===== src/rtl/assert_macros.svh =====
// Assertion macros used by the valve peak-and-hold driver top level.
`ifndef ASSERT_MACROS_SVH
`define ASSERT_MACROS_SVH

`ifndef NO_ASSERTIONS

// Checks a property on the rising edge of clk, with arst_n low masking it.
`define VPHD_ASSERT(lbl, prop) \
	lbl: assert property (@(posedge clk) disable iff (!arst_n) (prop)) \
		else $error("valve driver assertion failed");

// Same check with a message of the caller's choosing.
`define VPHD_ASSERT_MSG(lbl, prop, msg) \
	lbl: assert property (@(posedge clk) disable iff (!arst_n) (prop)) \
		else $error(msg);

`else

`define VPHD_ASSERT(lbl, prop)
`define VPHD_ASSERT_MSG(lbl, prop, msg)

`endif

`endif


===== src/rtl/vphd_pkg.sv =====
// Shared types, codes and constants for the valve peak-and-hold driver.
`timescale 1ns / 1ps

package vphd_pkg;

	// Sizes fixed by the item and register fields.
	localparam int unsigned VALVE_COUNT_DEF = 8;
	localparam int unsigned MASK_W          = 8;
	localparam int unsigned NUM_W           = 4;
	localparam int unsigned MODE_W          = 2;
	localparam int unsigned STATUS_W        = 2;
	localparam int unsigned PERIOD_W        = 10;
	localparam int unsigned DUTY_W          = 8;
	localparam int unsigned CFG_IDX_W       = 2;
	localparam int unsigned CFG_DATA_W      = 10;

	// Reset values of the configuration registers.
	localparam logic [MASK_W-1:0]   PWM_MASK_RST   = 8'd255;
	localparam logic [DUTY_W-1:0]   HOLD_DUTY_RST  = 8'd127;
	localparam logic [PERIOD_W-1:0] AGE_PERIOD_RST = 10'd500;

	// Register indexes on the configuration port.
	localparam logic [CFG_IDX_W-1:0] REG_PWM_MASK   = 2'd0;
	localparam logic [CFG_IDX_W-1:0] REG_HOLD_DUTY  = 2'd1;
	localparam logic [CFG_IDX_W-1:0] REG_AGE_PERIOD = 2'd2;

	// Request kinds.
	localparam logic [MODE_W-1:0] MODE_OPEN  = 2'd0;
	localparam logic [MODE_W-1:0] MODE_CLOSE = 2'd1;
	localparam logic [MODE_W-1:0] MODE_TICK  = 2'd2;

	// Result status codes.
	localparam logic [STATUS_W-1:0] STATUS_DONE       = 2'd0;
	localparam logic [STATUS_W-1:0] STATUS_BAD_NUMBER = 2'd1;
	localparam logic [STATUS_W-1:0] STATUS_OPEN_AGAIN = 2'd2;
	localparam logic [STATUS_W-1:0] STATUS_CLOSED     = 2'd3;

	// Per-valve drive states.
	typedef logic [1:0] valve_state_t;
	localparam valve_state_t VS_CLOSED = 2'd0;
	localparam valve_state_t VS_HOLD   = 2'd1;
	localparam valve_state_t VS_OPEN1  = 2'd2;
	localparam valve_state_t VS_OPEN2  = 2'd3;

	// Commands from the controller to the datapath.
	typedef struct packed {
		logic load_item;
		logic execute;
	} dp_cmd_t;

	// One result item.
	typedef struct packed {
		logic                aged;
		logic [MASK_W-1:0]   hold_mask;
		logic [MASK_W-1:0]   full_drive_mask;
		logic [STATUS_W-1:0] status;
	} result_t;

endpackage


===== src/rtl/vphd_ctrl.sv =====
// Controller state machine: request acceptance, execute step and result register flag.
`timescale 1ns / 1ps

module vphd_ctrl import vphd_pkg::*; (
	input  logic    clk,
	input  logic    arst_n,
	input  logic    in_valid,
	output logic    in_ready,
	output logic    out_valid,
	input  logic    out_ready,
	output dp_cmd_t cmd
);

	localparam logic ST_IDLE = 1'b0;
	localparam logic ST_EXEC = 1'b1;

	logic state_q;
	logic state_d;
	logic out_valid_q;
	logic exec_go;

	// A captured request executes once the result register is free or emptying.
	assign in_ready      = (state_q == ST_IDLE);
	assign exec_go       = (state_q == ST_EXEC) && (!out_valid_q || out_ready);
	assign cmd.load_item = in_valid && in_ready;
	assign cmd.execute   = exec_go;
	assign out_valid     = out_valid_q;

	// Next-state logic.
	always_comb begin
		state_d = state_q;
		unique case (state_q)
			ST_IDLE: begin
				if (in_valid) begin
					state_d = ST_EXEC;
				end
			end
			ST_EXEC: begin
				if (exec_go) begin
					state_d = ST_IDLE;
				end
			end
			default: begin
				state_d = ST_IDLE;
			end
		endcase
	end

	// State and result-valid registers.
	always_ff @(posedge clk or negedge arst_n) begin
		if (!arst_n) begin
			state_q     <= ST_IDLE;
			out_valid_q <= 1'b0;
		end else begin
			state_q <= state_d;
			if (exec_go) begin
				out_valid_q <= 1'b1;
			end else if (out_ready) begin
				out_valid_q <= 1'b0;
			end
		end
	end

endmodule


===== src/rtl/vphd_datapath.sv =====
// Datapath: configuration registers, valve states, tick counter and result register.
`timescale 1ns / 1ps

module vphd_datapath import vphd_pkg::*; #(
	parameter int unsigned VALVE_COUNT = VALVE_COUNT_DEF
) (
	input  logic                  clk,
	input  logic                  arst_n,
	input  logic                  cfg_we,
	input  logic [CFG_IDX_W-1:0]  cfg_index,
	input  logic [CFG_DATA_W-1:0] cfg_wdata,
	input  logic [MODE_W-1:0]     in_mode,
	input  logic [NUM_W-1:0]      in_num,
	input  dp_cmd_t               cmd,
	output result_t               result
);

	logic [MASK_W-1:0]   pwm_mask_q;
	logic [DUTY_W-1:0]   hold_duty_q;
	logic [PERIOD_W-1:0] age_period_q;
	logic [PERIOD_W-1:0] ms_counter_q;
	logic [MODE_W-1:0]   mode_q;
	logic [NUM_W-1:0]    num_q;
	result_t             result_q;

	valve_state_t        vstate_q [VALVE_COUNT];
	valve_state_t        vstate_d [VALVE_COUNT];
	logic [VALVE_COUNT-1:0] open_again;
	logic [VALVE_COUNT-1:0] close_again;

	logic                num_ok;
	logic                is_tick;
	logic                age_now;
	logic [PERIOD_W:0]   count_inc;
	logic [STATUS_W-1:0] status_d;
	logic [MASK_W-1:0]   full_d;
	logic [MASK_W-1:0]   hold_d;

	// Configuration writes; the hold duty is only stored here.
	always_ff @(posedge clk or negedge arst_n) begin
		if (!arst_n) begin
			pwm_mask_q   <= PWM_MASK_RST;
			hold_duty_q  <= HOLD_DUTY_RST;
			age_period_q <= AGE_PERIOD_RST;
		end else if (cfg_we) begin
			unique case (cfg_index)
				REG_PWM_MASK:   pwm_mask_q   <= cfg_wdata[MASK_W-1:0];
				REG_HOLD_DUTY:  hold_duty_q  <= cfg_wdata[DUTY_W-1:0];
				REG_AGE_PERIOD: age_period_q <= cfg_wdata[PERIOD_W-1:0];
				default: begin
					hold_duty_q <= hold_duty_q;
				end
			endcase
		end
	end

	// Capture of the accepted request.
	always_ff @(posedge clk) begin
		if (cmd.load_item) begin
			mode_q <= in_mode;
			num_q  <= in_num;
		end
	end

	// Decode of the request and the aging decision.
	assign num_ok    = (num_q != '0) && ({1'b0, num_q} <= (NUM_W+1)'(VALVE_COUNT));
	assign is_tick   = (mode_q == MODE_TICK);
	assign count_inc = {1'b0, ms_counter_q} + (PERIOD_W+1)'(1);
	assign age_now   = is_tick && (count_inc > {1'b0, age_period_q});

	// Per-valve next state.
	for (genvar i = 0; i < VALVE_COUNT; i++) begin : g_valve
		logic hit;
		logic pwm_ok;
		assign hit = num_ok && (num_q == NUM_W'(i + 1));
		if (i < MASK_W) begin : g_pwm
			assign pwm_ok = pwm_mask_q[i];
		end else begin : g_no_pwm
			assign pwm_ok = 1'b0;
		end

		always_comb begin
			vstate_d[i]    = vstate_q[i];
			open_again[i]  = 1'b0;
			close_again[i] = 1'b0;
			case (mode_q)
				MODE_OPEN: begin
					if (hit) begin
						if (vstate_q[i] != VS_CLOSED) begin
							open_again[i] = 1'b1;
						end else begin
							vstate_d[i] = VS_OPEN2;
						end
					end
				end
				MODE_CLOSE: begin
					if (hit) begin
						if (vstate_q[i] == VS_CLOSED) begin
							close_again[i] = 1'b1;
						end else begin
							vstate_d[i] = VS_CLOSED;
						end
					end
				end
				MODE_TICK: begin
					if (age_now) begin
						if (vstate_q[i] == VS_OPEN2) begin
							vstate_d[i] = VS_OPEN1;
						end else if ((vstate_q[i] == VS_OPEN1) && pwm_ok) begin
							vstate_d[i] = VS_HOLD;
						end
					end
				end
				default: begin
					vstate_d[i] = vstate_q[i];
				end
			endcase
		end

		always_ff @(posedge clk or negedge arst_n) begin
			if (!arst_n) begin
				vstate_q[i] <= VS_CLOSED;
			end else if (cmd.execute) begin
				vstate_q[i] <= vstate_d[i];
			end
		end
	end

	// Drive masks from the states after the request.
	for (genvar m = 0; m < MASK_W; m++) begin : g_mask
		if (m < VALVE_COUNT) begin : g_used
			assign full_d[m] = (vstate_d[m] == VS_OPEN2) || (vstate_d[m] == VS_OPEN1);
			assign hold_d[m] = (vstate_d[m] == VS_HOLD);
		end else begin : g_unused
			assign full_d[m] = 1'b0;
			assign hold_d[m] = 1'b0;
		end
	end

	// Status of the request.
	always_comb begin
		status_d = STATUS_DONE;
		if ((mode_q == MODE_OPEN) || (mode_q == MODE_CLOSE)) begin
			if (!num_ok) begin
				status_d = STATUS_BAD_NUMBER;
			end else if (|open_again) begin
				status_d = STATUS_OPEN_AGAIN;
			end else if (|close_again) begin
				status_d = STATUS_CLOSED;
			end
		end
	end

	// Millisecond counter.
	always_ff @(posedge clk or negedge arst_n) begin
		if (!arst_n) begin
			ms_counter_q <= '0;
		end else if (cmd.execute && is_tick) begin
			if (age_now) begin
				ms_counter_q <= '0;
			end else begin
				ms_counter_q <= count_inc[PERIOD_W-1:0];
			end
		end
	end

	// Result register.
	always_ff @(posedge clk) begin
		if (cmd.execute) begin
			result_q.status          <= status_d;
			result_q.full_drive_mask <= full_d;
			result_q.hold_mask       <= hold_d;
			result_q.aged            <= age_now;
		end
	end

	assign result = result_q;

endmodule


===== src/rtl/valve_peak_hold_driver.sv =====
// Top level of the solenoid valve bank driver with peak-and-hold aging.
//
//  Channel   | Direction | Contents
//  s_axis    | in        | tuser: mode; tdata: valve_number
//  m_axis    | out       | tdata: status, full_drive_mask, hold_mask, aged
//  cfg       | in        | write enable, register index, write data
//
// Each request is accepted by the controller in its idle state and then executed
// into the result register in its execute state. One request is in work at a
// time, so a new request is not accepted until the last one has executed.
// A result waiting in the output register does not block acceptance; execution
// of the next request waits until that result is taken.
// Reset is asynchronous and active low; all valves close and the counter clears.
`timescale 1ns / 1ps
`include "assert_macros.svh"

module valve_peak_hold_driver import vphd_pkg::*; #(
	parameter int unsigned VALVE_COUNT = VALVE_COUNT_DEF
) (
	input  logic                  clk,
	input  logic                  arst_n,
	input  logic                  s_axis_tvalid,
	output logic                  s_axis_tready,
	input  logic [7:0]            s_axis_tdata,  // [3:0] valve_number, [7:4] zero
	input  logic [MODE_W-1:0]     s_axis_tuser,  // [1:0] mode
	output logic                  m_axis_tvalid,
	input  logic                  m_axis_tready,
	output logic [23:0]           m_axis_tdata,  // [1:0] status, [9:2] full_drive_mask,
	                                             // [17:10] hold_mask, [18] aged, [23:19] zero
	input  logic                  cfg_we,
	input  logic [CFG_IDX_W-1:0]  cfg_index,
	input  logic [CFG_DATA_W-1:0] cfg_wdata
);

	dp_cmd_t cmd;
	result_t result;

	// Controller.
	vphd_ctrl u_ctrl (
		.clk       (clk),
		.arst_n    (arst_n),
		.in_valid  (s_axis_tvalid),
		.in_ready  (s_axis_tready),
		.out_valid (m_axis_tvalid),
		.out_ready (m_axis_tready),
		.cmd       (cmd)
	);

	// Datapath.
	vphd_datapath #(
		.VALVE_COUNT (VALVE_COUNT)
	) u_datapath (
		.clk       (clk),
		.arst_n    (arst_n),
		.cfg_we    (cfg_we),
		.cfg_index (cfg_index),
		.cfg_wdata (cfg_wdata),
		.in_mode   (s_axis_tuser),
		.in_num    (s_axis_tdata[NUM_W-1:0]),
		.cmd       (cmd),
		.result    (result)
	);

	// Output packing.
	assign m_axis_tdata = {5'd0, result.aged, result.hold_mask, result.full_drive_mask,
		result.status};

	// Only one request is in work: acceptance closes the input for the next cycle.
	`VPHD_ASSERT(a_one_in_work, (s_axis_tvalid && s_axis_tready) |=> !s_axis_tready)
	// An execute step stalled by a waiting result keeps the input closed.
	`VPHD_ASSERT(a_stall_holds, (!s_axis_tready && m_axis_tvalid && !m_axis_tready)
		|=> !s_axis_tready)
	// A valve is never both fully driven and held.
	`VPHD_ASSERT_MSG(a_masks_apart, m_axis_tvalid |-> ((m_axis_tdata[9:2] &
		m_axis_tdata[17:10]) == 8'd0), "valve both fully driven and held")
	// An aging result always comes from a tick, whose status is done.
	`VPHD_ASSERT_MSG(a_aged_done, (m_axis_tvalid && m_axis_tdata[18]) |->
		(m_axis_tdata[1:0] == STATUS_DONE), "aged result with a non-done status")

endmodule

===== config.mk =====
export PLATFORM = sky130hd
export DESIGN_NAME = valve_peak_hold_driver
export DESIGN_NICKNAME = d
export VERILOG_FILES = /design/src/rtl/vphd_pkg.sv /design/src/rtl/vphd_ctrl.sv /design/src/rtl/vphd_datapath.sv /design/src/rtl/valve_peak_hold_driver.sv
export VERILOG_INCLUDE_DIRS = /design/src /design/src/rtl
export SDC_FILE = /design/constraint.sdc
export NUM_CORES = 1
export LEC_CHECK = 0
export ABC_AREA = 1
export BUFFER_PORTS_ARGS = -buffer_cell sky130_fd_sc_hd__buf_2
export CAP_MARGIN = 5
export CORE_ASPECT_RATIO = 1.2
export CORE_UTILIZATION = 40
export DETAILED_ROUTE_END_ITERATION = 8
export GPL_TIMING_DRIVEN = 0
export SETUP_SLACK_MARGIN = 0.15
export SLEW_MARGIN = 20
export SYNTH_ARGS = -nofsm -noshare
export SYNTH_HDL_FRONTEND = slang
export SYNTH_SLANG_ARGS = --single-unit

===== constraint.sdc =====
create_clock -name clk -period 7.5 [get_ports clk]
set_clock_uncertainty 0.1 [all_clocks]
set_input_delay 0.75 -clock clk [delete_from_list [all_inputs] [get_ports clk]]
set_output_delay 0.75 -clock clk [all_outputs]
set_load 0.01 [all_outputs]

======== After elaboration in Yosys (flattened, before gate mapping) ========
Cells that the tools add are included.
word-level totals
  register bits ........................... 71
  input bits .............................. 27
  word-level logic and storage cells ...... 253
cells by class
  add/sub/neg operators ................... 1
  order comparisons ....................... 2
  equality and inequality tests ........... 51
  mux-type cells .......................... 121
  bitwise operators ....................... 1
  reductions and logical operators ........ 57
operators with widths
  kind                                                                    number
  2-bit 2-to-1 mux                                                        58
  2-bit equality test (second input constant)                             34
  1-bit 2-to-1 mux                                                        53
  2-bit one-hot mux with 3 select lines                                   8
  1-bit logical AND                                                       21
  2-bit logical NOT                                                       10
  2-bit by 1-bit equality test with 1-bit output (second input constant)  9
  2-bit nonzero test                                                      9
  4-bit by 3-bit equality test with 1-bit output (second input constant)  4
  8-bit OR reduction                                                      2
  10-bit by 1-bit adder with 11-bit output (second input constant)        1
  11-bit by 10-bit greater-than comparator with 1-bit output              1
  1-bit logical OR                                                        10
  10-bit 2-to-1 mux                                                       1
  4-bit by 2-bit equality test with 1-bit output (second input constant)  2
  2-bit AND reduction                                                     3
  4-bit by 1-bit equality test with 1-bit output (second input constant)  1
  4-bit equality test (second input constant)                             1
  4-bit <= comparator (second input constant)                             1
  4-bit nonzero test                                                      1
  1-bit one-hot mux with 2 select lines                                   1
  1-bit logical NOT                                                       1
  1-bit NOT                                                               1

======== Depth between registers and ports, before layout ========
Gate-level depths: netlist (run 1).
  word-level depth ........................ 9
  mapped depth ............................ 19

======== Hierarchy ========
Synthesis (run 1) repeated with hierarchy kept, for this count alone.
unflattened totals
  cell total of the unflattened synthesis .. 552
  area total of the unflattened synthesis .. 4235.3 um^2
modules (own cells, without submodules)
  module                  instances  cells each  area each (um^2)
  vphd_datapath           1          534         4093.9
  vphd_ctrl               1          12          100.1
  valve_peak_hold_driver  1          6           41.3

======== Least setup slack after synthesis (run 1) ========
OpenSTA, ideal clock, no wires.
  path kind ............................... register -> register
  from .................................... reg u_datapath.ms_counter_q[0]
  to ...................................... reg u_datapath.result_q (netlist bit u_datapath.result[14]), data pin
  setup time .............................. 252 ps
  data arrival time ....................... 2374 ps
  slack ................................... 4774 ps
  stages on the path, launching flop included .. 20
  path buffers ............................ 1
  period minus slack after synthesis ...... 2726 ps
  path through ............................ dfrtp_1 > nand4_1 > nor2_1 > nand2_1 > nor2_1 > xor2_1 > inv_1 > ha_1 > nand2_1 > nor2_1 > nand3b_1 > nor2_2 > nor2_8 > nand2_4 > buf_6 > inv_2 > nand2_1 > nand3_1 > nand2_1 > nor2_1
on the way
  longest elaborated chain between the ends .. 6
ends and longest elaborated chain
  item                                                        RTL line              RTL
  start: declaration                                          vphd_datapath.sv:21   logic [PERIOD_W-1:0] ms_counter_q;
  start signal: assignment                                    vphd_datapath.sv:162  ms_counter_q <= count_inc[PERIOD_W-1:0];
  10-bit by 1-bit adder with 11-bit output                    vphd_datapath.sv:68   assign count_inc = {1'b0, ms_counter_q} + (PERIOD_W+1)'(1);
  11-bit by 10-bit greater-than comparator with 1-bit output  vphd_datapath.sv:69   assign age_now = is_tick && (count_inc > {1'b0, age_period_q});
  1-bit logical AND                                           vphd_datapath.sv:69
  named net u_datapath.age_now                                vphd_datapath.sv:33   logic age_now;
  2-bit 2-to-1 mux                                            vphd_datapath.sv:106  if (age_now) begin
  2-bit one-hot mux with 3 select lines                       vphd_datapath.sv:86   case (mode_q)
  2-bit by 1-bit equality test with 1-bit output              vphd_datapath.sv:133  assign hold_d[m] = (vstate_d[m] == VS_HOLD);
  named net u_datapath.hold_d[4]                              vphd_datapath.sv:37   logic [MASK_W-1:0] hold_d;
  end: declaration                                            vphd_datapath.sv:24   result_t result_q;
The timed path passes the listed nets, and every way through them passes these cells.
A chain may end at the register's enable or synchronous reset.

======== Worst setup path in the final report (run 1) ========
  from .................................... reg u_datapath.ms_counter_q[0]
  to ...................................... reg u_datapath.result_q (netlist bit u_datapath.result[17]), data pin
on the way
  longest elaborated chain between the ends .. 6
ends and longest elaborated chain
  item                                                        RTL line
  10-bit by 1-bit adder with 11-bit output                    vphd_datapath.sv:68
  11-bit by 10-bit greater-than comparator with 1-bit output  vphd_datapath.sv:69
  1-bit logical AND                                           vphd_datapath.sv:69
  2-bit 2-to-1 mux                                            vphd_datapath.sv:106
  2-bit one-hot mux with 3 select lines                       vphd_datapath.sv:86
  2-bit by 1-bit equality test with 1-bit output              vphd_datapath.sv:133
  named net u_datapath.hold_d[7]                              vphd_datapath.sv:37
The timed path passes the listed nets, and every way through them passes these cells.

==> results of run 1 <==
-- cells in the mapped netlist --
cell,n
o211ai_1,16
buf_6,2
clkbuf_1,7
xor2_1,5
nor2_2,2
nand2_4,2
dfrtp_1,32
inv_1,84
dfstp_2,14
nor2_4,2
nor2_8,1
nor3_1,5
a211oi_1,4
ha_1,11
nand2_1,147
nand4_1,3
nand2_2,2
o21ai_0,38
buf_2,4
inv_2,3
a22oi_1,1
o21ai_2,7
clkinv_1,1
nand3b_1,2
nand3_2,7
o31ai_1,1
conb_1,1
o22ai_1,5
buf_4,5
nor2_1,36
o311ai_0,3
a21oi_1,8
edfxtp_1,25
nand3_1,55
-- area by class of cell --
class                           instances  area [sq um]
Buffer                                 18         107.6
Clock buffer                            9         225.2
Clock inverter                          7         61.31
Fill cell                            1004          5245
Inverter                               88         330.3
Multi-Input combinational cell        368          1896
Sequential cell                        71          1919
Tap cell                              126         157.7
Timing Repair Buffer                   43         217.7
-- power by group through the flow --
| stage | clock (mW) | combinational [mW] | sequential, mW |
|---|---|---|---|
| 2_1_floorplan | 0 | 0.465 | 0.674 |
| 3_3_place_gp | 0 | 0.664 | 0.670 |
| 3_5_place_dp | 0 | 0.683 | 0.673 |
| 4_1_cts | 0.422 | 0.686 | 0.668 |
| 5_1_grt | 0.437 | 0.784 | 0.689 |
| 6_report | 0.412 | 0.681 | 0.668 |
-- cell usage in the layout, fill, tap and decap left out, drive strengths merged --
master    instances
nand2           151
inv              92
nand3            62
buf              54
o21ai            45
nor2             41
dfrtp            32
edfxtp           25
o211ai           16
clkbuf           16
dfstp            14
ha               11
a21oi             8
xor2              5
nor3              5
o22ai             5
conb              5
a211oi            4
nand4             3
o311ai            3
nand3b            2
clkinvlp          2
clkinv            1
a22oi             1
o31ai             1
-- registers in the layout, indices dropped and copies added, names as in the netlist --
signal and flops:
u_datapath.result 19, u_datapath.vstate_q 16, u_datapath.age_period_q 10, u_datapath.ms_counter_q 10
u_datapath.pwm_mask_q 8, u_datapath.num_q 4, u_datapath.mode_q 2, u_ctrl.out_valid 1
u_ctrl.state_q 1
-- worst register-to-register path: cells and delay by family, from the launching register on --
family	cells	cell delay, ns
xor+xnor	1	0.22
fa+ha+maj	1	0.32
buf+inv	2	0.24
flops	1	0.45
simple gates	15	1.62
-- path summary, 6_finish.rpt --
kind                                       startpoint                    endpoint
min reg2reg                u_datapath.age_period_q[8]  u_datapath.age_period_q[8]
max in group asynchronous                      arst_n     u_datapath.vstate_q[14]
min                                            arst_n              u_ctrl.state_q
min in group clk           u_datapath.age_period_q[8]  u_datapath.age_period_q[8]
max reg2reg                u_datapath.ms_counter_q[0]       u_datapath.result[17]
max                        u_datapath.ms_counter_q[0]       u_datapath.result[17]
-- routing by layer --
| layer | global-route usage, % | vias to the layer above | routed length [um] |
|---|---|---|---|
| met4 | 11.54 | 0 | 290 |
| met5 | 0 | - | 0 |
| li1 | - | 1886 | - |
| met1 | 25.95 | 1733 | 4452 |
| met2 | 34.24 | 132 | 5136 |
| met3 | 3.836 | 21 | 492 |
-- cell families (layout without fill, tap and decap cells) --
family	count (synthesis)	in the layout	synth area share (%)
AND/OR/NAND/NOR	264	264	27.88
buffers and inverters	106	165	10.31
AO/OA/AOI/OAI	83	83	12.14
flip-flops	71	71	45.30
adder cells (fa/ha/maj)	11	11	3.249
XOR/XNOR	5	5	1.034
other	1	5	0.08852
-- through the flow --
| stage | worst slack (ns) | power (mW) |
|---|---|---|
| 6_report | 4.320 | 1.761 |
| 5_1_grt | 3.914 | 1.910 |
| 2_1_floorplan | 4.774 | 1.139 |
| 3_5_place_dp | 4.286 | 1.356 |
| 4_1_cts | 4.272 | 1.776 |
| 3_3_place_gp | 4.255 | 1.334 |
==> metrics.md, run 1 <==
| Metric | Value |
|---|---|
| Status | `finished, final reports clean` |
| Design area | `4915 sq um` |
| Hold WC Path Type | `input port to async pin` |
| Fin. Hold Viols | `0` |
| PwrDens | `around 360 nW/um^2` |
| Worst Tran Pin Value | `0.6701 ns` |
| Buffers and inverters on the worst path | `2` |
| Slew Viols, Final | `0` |
| Largest net degree at the start of global routing | `47` |
| N_diodes | `0` |
| Final HPWL DP | `around 7.6 mm` |
| Final GP Congestion | `roughly 0.9` |
| Core region area | `just over 10000 sq um` |
| Unrepaired setup endpoints after global routing | `no` |
| Reg2reg setup slack | `approximately 4.3 ns` |
| Final std cells w/o fill | `730` |
| WHS | `0.3071 ns` |
| Fmax | `between 0.3 and 0.4 GHz` |
| Via count | `roughly 3800` |
| Final setup violation count | `0` |
| Vias in the first global route | `between 3000 and 4000` |
| Dpl cell area | `4626 sq um` |
| Crit end category | `register` |
| Post-Syn Area | `between 4000 and 5000 sq um` |
| Gr usage total | `a little over a fifth` |
| First-pass GRT wire length | `roughly 17 mm` |
| Post-Route WL | `10.37 mm` |
| Ranking of synthesized cells by area | `dfrtp_1 19%, edfxtp_1 18%, nand2_1 13%` |
| Cell Chain, Critical Path | `nand4_1 -> nor2_1 -> nand2_1 -> nor2_1 -> xor2_1 -> inv_1 -> ha_1 -> nand2_1 -> nor2_1 -> nand3b_1 -> nor2_2 -> nor2_8 -> nand2_4 -> buf_6 -> nand2_1 -> nand3_1 -> nand2_1 -> nand2_1 -> nor2_1` |
| CP max-delay cell | `dfrtp_1` |
| Total congestion overflow | `0` |
| Synthesized area per cell | `7.831 sq um` |
| Synth cell types | `34` |
| Critical Path AT | `3.19 ns` |
| Die area | `11010 sq um` |
| Fin crit period | `roughly 3.2 ns` |
| Clock sink count | `slightly above 70` |
| Post-CTS sizing | `0` |
| Combinational share of power | `38.7%` |
| # rows | `40` |
| Register bit total from synthesis | `approximately 70` |
| Pint | `1.029 mW` |
| Net switching power | `732.2 uW` |
| CP Launch Type | `register` |
| Final antenna-violating net count | `0` |
| Initial antenna violation count | `0` |
| Post-CTS Hold Fix Bufs | `0` |
| Root Buffer Master | `clkbuf_16` |
| CTS tree | `yes` |
| Port Buffer Count | `43` |
| Max-cap violations | `0` |
| Vias per inst | `5.167` |
| Post-CTS setup buffers | `0` |
| Bufs on Longest Clock Path | `2` |
| Synth area leader | `dfrtp_1` |
| Period utilisation layout | `42.40%` |
| Cell Count Post-Placement | `714` |
| Area share of the largest cell type after synthesis | `18.90%` |
| Starting DRT DRC Count | `300` |
| Total negative slack | `0 ns` |
| Cell mode on critical path | `nand2_1` |
| Clock network latency to the later pin of the worst-skew pair | `roughly 0.35 ns` |
| Layout cells sized above 1 | `approximately 18%` |
| Io pins | `between 50 and 60` |
| Clock Power Share | `about a quarter` |
| WS Path Type | `register to register` |
| WP data required | `7.51 ns` |
| Fin nets | `roughly 640` |
| First-pass DRT Iterations | `5` |
| TritonCTS Buffers | `9` |
| Crit path depth | `19` |
| Max VDD drop | `0.0001522 V` |
| Initial Util | `between 40% and 50%` |
| Max FO, Critical Path | `10` |
| Die height | `approximately 110 um` |
| CP max stage delay | `~0.45 ns` |
| Synthesis Warnings | `0` |
| Area Overhead vs Synth | `16.01%` |
| Flop pwr share | `between 30% and 40%` |
| Clock H-tree levels | `3` |
| Synth Instances | `between 500 and 600` |
| Reg2reg path depth | `19` |
| Slew margin rel. | `between 50% and 60%` |
| Die Width | `between 90 and 100 um` |
| Final core utilization | `about half` |
| LEAKAGE | `between 2 and 3 nW` |
| Wire per inst | `14.21 um` |
| Clock transition at path regs | `~0.06 ns` |
| Net Sw Frac | `41.57%` |
| Cell family with most CP delay | `simple AND/OR/NAND/NOR gates` |
| Sequential share of the synthesized area | `a little under half` |
| DRC viols | `0` |
Note: power is estimated with default switching activity, not from simulation.
==> run 2: changes to the inputs <==
clock period = 2.95 ns   (was 7.5 ns; I/O delays follow)
==> run 2 against run 1 <==
  * Non-clock buffer count is 18 higher
  * Largest power group unchanged
  * Combinational power grew to 3.1 times the previous value
  * Global-route usage is 0.69 points higher
  * Via count is 3.2% higher
  * Largest cell class is now multi-input gates
  * Routed wire length is 7.1% higher
  * Critical path type unchanged
  * Power grew to 2.8 times the previous value
  * Cell area is 9.6% higher
  * Utilization is 4.7 points higher
  * Highest routed layer unchanged
  * Cell count is 2.5% higher
  * Die area stayed put
==> metrics.md, run 2 (synthesis results as in run 1) <==
| Metric | Value |
|---|---|
| Io pins | `53` |
| WS Path Type | `register to register` |
| Crit end category | `register` |
| Hold WC Path Type | `input port to register` |
| Final setup violation count | `0` |
| Final std cells w/o fill | `about 750` |
| Final antenna-violating net count | `0` |
| Net switching power | `about 2.0 mW` |
| TritonCTS Buffers | `9` |
| CP max-delay cell | `dfrtp_1` |
| Bufs on Longest Clock Path | `2` |
| Max reg flops | `19` |
| Period utilisation layout | `98.36%` |
| Most common cell after layout, fill and taps aside | `nand2_1` |
| Most used cells in the layout excluding fill and tap cells | `129 x nand2_1, 83 x inv_1, 46 x buf_2` |
| Layout filler cell count | `963` |
| PwrDens | `903.3 nW/um^2` |
| Fin crit period | `roughly 2.9 ns` |
| Slew margin rel. | `between 50% and 60%` |
| Worst Tran Pin Value | `between 0.6 and 0.7 ns` |
| Port Buffer Count | `between 40 and 50` |
| Multi-input logic area | `around 2200 sq um` |
| N_diodes | `0` |
| Layout cells sized above 1 | `around 29%` |
| DRC viols | `0` |
| Initial antenna violation count | `0` |
| Worst Setup Slack, final | `approximately 0.048 ns` |
| WP data required | `around 3.0 ns` |
| Via count | `3894` |
| Die area | `roughly 11000 sq um` |
| Cell family with most CP delay | `simple AND/OR/NAND/NOR gates` |
| Final GP Congestion | `0.9016` |
| Net Sw Frac | `a little over two fifths` |
| Core region area | `10160 sq um` |
| CP Launch Type | `register` |
| Vias per inst | `around 5.2` |
| LEAKAGE | `~2.7 nW` |
| Fin. Hold Viols | `0` |
| Fin nets | `about 660` |
| Starting DRT DRC Count | `281` |
| Max-cap violations | `0` |
| Clock Power Share | `between 20% and 30%` |
| Largest net degree at the start of global routing | `47` |
| Total congestion overflow | `0` |
| Total power | `~5 mW` |
| Clock sink count | `71` |
| DP Worst Slack | `-0.2639 ns` |
| Gr usage total | `roughly 22%` |
| Dpl cell area | `4626 sq um` |
| Design area | `about 5400 sq um` |
| Cell Count Post-Placement | `714` |
| Register Area | `around 1900 sq um` |
| Max VDD drop | `approximately 0.00042 V` |
| Combinational share of power | `43.6%` |
| CP max stage delay | `between 0.3 and 0.4 ns` |
| Pint | `2.826 mW` |
| Unrepaired setup endpoints after global routing | `yes` |
| Wire per inst | `14.85 um` |
| Post-Route WL | `about 11 mm` |
| Fmax | `between 0.3 and 0.4 GHz` |
| First-pass GRT wire length | `17.77 mm` |
| WHS | `0.02806 ns` |
| # rows | `40` |
| CTS tree | `yes` |
| Reg2reg path depth | `19` |
| Clock transition at path regs | `around 0.060 ns` |
| Vias in the first global route | `between 3000 and 4000` |
| Cell Chain, Critical Path | `nand4_1 -> nor2_2 -> nand2_2 -> nor2_4 -> xor2_2 -> inv_2 -> ha_4 -> nand2_4 -> nor2_4 -> nand3b_1 -> nor2_4 -> nor2_8 -> nand2_4 -> buf_8 -> nand2_2 -> nand3_2 -> nand2_2 -> nand2_1 -> nor2_1` |
| Buffers and inverters on the worst path | `2` |
| Flop pwr share | `roughly a third` |
| Die height | `roughly 110 um` |
| Die Width | `95.95 um` |
| First-pass DRT Iterations | `5` |
| Crit path depth | `19` |
| Worst Hold Depth | `1` |
| Slew Viols, Final | `0` |
| Initial Util | `between 40% and 50%` |
| Critical Path AT | `slightly below 3 ns` |
| Max FO, Critical Path | `6` |
| Status | `finished, final reports clean` |
| Final HPWL DP | `about 7.6 mm` |
| Area Overhead vs Synth | `27.20%` |
| Clock H-tree levels | `3` |
| Root Buffer Master | `clkbuf_16` |
| Clock network latency to the later pin of the worst-skew pair | `between 0.3 and 0.4 ns` |
[run 2: cell types whose count changed in the layout (fill, tap and decap cells not counted), sizes merged]
cell / change
buf: +17
dlygate4sd3: +1
[run 2: path summary, 6_finish.rpt]
check,from,slack [ns],end
setup / recovery,u_datapath.ms_counter_q[1],0.05,u_datapath.result[11]
hold / removal,s_axis_tuser[0],0.03,u_datapath.mode_q[0]
setup reg to reg,u_datapath.ms_counter_q[1],0.05,u_datapath.result[11]
hold reg to reg,u_ctrl.out_valid,0.39,u_ctrl.out_valid
max in group asynchronous,arst_n,1.90,u_datapath.ms_counter_q[0]
min in group asynchronous,arst_n,0.39,u_ctrl.out_valid
[run 2: cell type report]
class                           instances  share of cell area [%]
Multi-Input combinational cell        368                   40.00
Sequential cell                        71                   35.64
Timing Repair Buffer                   61                   7.708
Inverter                               88                   6.176
Clock buffer                            9                   4.179
Tap cell                              126                   2.925
Buffer                                 18                   2.229
Clock inverter                          7                   1.138
[run 2: worst register-to-register path: cells and delay by family (launching register included)]
family                     cells  cell delay [ns]
buffers and inverters          2             0.22
and+or+nand+nor               15             1.49
adders and majority gates      1             0.28
xor gates and xnor gates       1             0.19
DFF                            1             0.39
[run 2: power by group through the flow]
| stage | Clock [mW] | Sequential (mW) | Combinational (mW) |
|---|---|---|---|
| floorplan | 0 | 1.71 | 1.18 |
| detailed placement | 0 | 1.71 | 1.74 |
| global placement | 0 | 1.70 | 1.69 |
| finish | 1.05 | 1.69 | 2.12 |
| global route | 1.11 | 1.74 | 2.38 |
| CTS | 1.07 | 1.69 | 1.94 |
[run 2: through the flow]
step | util (%) | setup TNS, ns
2_1_floorplan | - | 0
4_1_cts | 50.87 | -0.02145
3_3_place_gp | 45.52 | -1.237
3_5_place_dp | 45.53 | -3.284
5_1_grt | 53.04 | -2.731
6_report | 53.04 | 0
[run 2: repair_timing]
item | 4_1_cts | 5_1_grt
resized for setup | 34 | 38
cloned | 1 | 0
hold buffers | 0 | 1
hold endpoints to repair | 0 | 32
setup buffers | 10 | 6
setup endpoints to repair | 43 | 43
pin swaps | 21 | 22
[run 2: layer usage]
metal / share of wire (%) / vias to the layer above / routed length (um) / GRT usage, %
met5: 0 / - / 0 / 0
met2: 51 / 125 / 5653 / 35.10
met3: 4.5 / 25 / 503 / 3.571
met1: 42 / 1834 / 4618 / 26.92
li1: - / 1910 / - / -
met4: 3.0 / 0 / 335 / 12.84
==> run 3: changes to the inputs <==
SETUP_SLACK_MARGIN = 0.1   (was 0.15)
==> run 3 against run 2 <==
  * First-iteration DRC count is 20% lower
  * Cell area is 0.37% higher
  * Global-route usage is 0.097 points lower
  * Count of clock-buffer cells in the layout stayed put
  * Routed wire length is 0.24% higher
  * Utilization is 0.20 points higher
  * Worst hold slack worse by 0.0015 ns
  * Fmax hardly changed
  * Flip-flop and latch count stayed put
  * Die area stayed put
  * Worst setup slack worse by 0.0015 ns
  * Register-to-register slack hardly changed
  * Critical path type unchanged
==> metrics.md, run 3 (synthesis results as in run 1) <==
| Metric | Value |
|---|---|
| Final core utilization | `about 53%` |
| Total congestion overflow | `0` |
| Crit end category | `register` |
| Worst Tran Pin Value | `between 0.6 and 0.7 ns` |
| # rows | `40` |
| Starting DRT DRC Count | `224` |
| Area Overhead vs Synth | `27.67%` |
| Root Buffer Master | `clkbuf_16` |
| N_diodes | `0` |
| Initial antenna violation count | `0` |
| CP max-delay cell | `dfrtp_2` |
| Fmax | `0.3444 GHz` |
| Design area | `around 5400 sq um` |
| Post-Route WL | `approximately 11 mm` |
| Cell family with most CP delay | `simple AND/OR/NAND/NOR gates` |
| First-pass GRT wire length | `17.66 mm` |
| Worst Hold Depth | `1` |
| Bufs on Longest Clock Path | `2` |
| Fin nets | `655` |
| RR Startpoint | `u_datapath.ms_counter_q[0]` |
| Flop pwr share | `between 30% and 40%` |
| Hold WC Path Type | `input port to register` |
| CP max stage delay | `around 0.4 ns` |
| CP Launch Type | `register` |
| Gr usage total | `21.53%` |
| Status | `finished, final reports clean` |
| Net Sw Frac | `between 40% and 50%` |
| Buffers and inverters on the worst path | `2` |
| Die height | `114.7 um` |
| Vias per inst | `roughly 5.2` |
| First-pass DRT Iterations | `5` |
| Port Buffer Count | `43` |
| Pint | `about 2.8 mW` |
| WP data required | `approximately 3.0 ns` |
| Final antenna-violating net count | `0` |
| Slew margin rel. | `56.42%` |
| Wire per inst | `14.89 um` |
| WHS | `around 0.027 ns` |
| Clock network latency to the later pin of the worst-skew pair | `~0.35 ns` |
| DP Worst Slack | `-0.2639 ns` |
| Final setup violation count | `0` |
| Vias in the first global route | `between 3000 and 4000` |
| Critical Path AT | `2.91 ns` |
| Max FO, Critical Path | `6` |
| Net switching power | `2.044 mW` |
| Reg2reg path depth | `19` |
| Slew Viols, Final | `0` |
| PwrDens | `between 900 and 1000 nW/um^2` |
| Clock sink count | `71` |
| WHS Endpoint | `u_datapath.num_q[1]` |
| Layout cells sized above 1 | `between 20% and 30%` |
| Fin crit period | `2.903 ns` |
| Dpl cell area | `4626 sq um` |
| Clock Power Share | `a little over a fifth` |
| Core region area | `about 10000 sq um` |
| DRC viols | `0` |
| Combinational share of power | `a little over two fifths` |
| Clock transition at path regs | `0.06 ns` |
| Worst R2R End | `u_datapath.result[11]` |
| Final HPWL DP | `between 7 and 8 mm` |
| Die Width | `approximately 96 um` |
| Io pins | `53` |
| Most used cells in the layout excluding fill and tap cells | `129 x nand2_1, 83 x inv_1, 46 x buf_2` |
| TritonCTS Buffers | `9` |
| Clock H-tree levels | `3` |
| Max reg flops | `19` |
| Via count | `3902` |
| Worst Setup Slack, final | `roughly 0.047 ns` |
| Reg2reg setup slack | `~0.047 ns` |
| Period utilisation layout | `a little over nine tenths` |
| Initial Util | `about two fifths` |
| Largest net degree at the start of global routing | `47` |
| Max VDD drop | `0.0004235 V` |
| Hold_sp | `s_axis_tdata[1]` |
| Unrepaired setup endpoints after global routing | `yes` |
| Most common cell after layout, fill and taps aside | `nand2_1` |
| Die area | `~11000 sq um` |
| LEAKAGE | `2.661 nW` |
| Final GP Congestion | `0.9016` |
| CTS tree | `yes` |
| WS Path Type | `register to register` |
| Total negative slack | `0 ns` |
| Fin. Hold Viols | `0` |
| Max-cap violations | `0` |
| Cell Chain, Critical Path | `nand4_1 -> nor2_2 -> nand2_2 -> nor2_4 -> xor2_2 -> inv_2 -> ha_4 -> nand2_4 -> nor2_4 -> nand3b_1 -> nor2_4 -> nor2_8 -> nand2_4 -> buf_8 -> nand2_2 -> nand3_2 -> nand2_2 -> nand2_1 -> nor2_1` |
[run 3: per-stage QoR]
stage	power, mW	cells
5_1_grt	5.262	748
3_3_place_gp	3.391	714
2_1_floorplan	2.896	545
3_5_place_dp	3.448	714
6_report	4.889	748
4_1_cts	4.724	741
[run 3: worst max-delay path by stage]
stage	start	end	slack, ns	cells past startpoint
finish	u_datapath.ms_counter_q[0]	u_datapath.result[11]	0.05	19
detailed placement	u_datapath.ms_counter_q[0]	u_datapath.result[17]	-0.26	19
CTS	u_datapath.ms_counter_q[0]	u_datapath.result[10]	-0.01	19
global route	u_datapath.ms_counter_q[0]	u_datapath.result[13]	-0.19	19
floorplan	u_datapath.ms_counter_q[0]	u_datapath.result[14]	0.22	19
global placement	u_datapath.ms_counter_q[0]	u_datapath.result[16]	-0.16	19
[run 3: power by group through the flow]
stage | Sequential, mW | Clock [mW] | Combinational [mW]
after floorplan | 1.71 | 0 | 1.18
after global placement | 1.70 | 0 | 1.69
after detailed placement | 1.71 | 0 | 1.74
after CTS | 1.69 | 1.07 | 1.96
after global routing | 1.74 | 1.11 | 2.41
final | 1.69 | 1.05 | 2.14
[run 3: timing repair]
item                                    CTS  global route
endpoints found under the hold margin     0            32
endpoints found under the setup margin   41            43
gates resized for setup                  30            44
gates cloned                              1             0
setup buffers                            10             6
pin swaps                                19            27
hold buffers                              0             1
[run 3: per-layer routing]
metal  wire, um  vias to the layer above  track usage (%)  share of wire, %
met5          0                        -                0                 0
met4        347                        0            11.94               3.1
met3        537                       26            3.307               4.8
met2       5662                      128            35.10                51
met1       4591                     1844            27.17                41
li1           -                     1904                -                 -
[run 3: layout make-up]
| class | count | area (sq um) |
|---|---|---|
| fill | 958 | 4751 |
| multi-input combinational | 368 | 2167 |
| sequential | 71 | 1921 |
| timing repair buffer | 61 | 424.2 |
| inverter | 88 | 332.8 |
| clock buffer | 9 | 225.2 |
| tap | 126 | 157.7 |
| buffer | 18 | 120.1 |
| clock inverter | 7 | 61.31 |
[run 3: worst reg2reg max path, delay by kind of cell, from the launching register on]
family / cells / cell delay (ns)
and+or+nand+nor: 15 / 1.48
DFF: 1 / 0.40
adders and majority gates: 1 / 0.28
buffers and inverters: 2 / 0.22
xor gates and xnor gates: 1 / 0.19
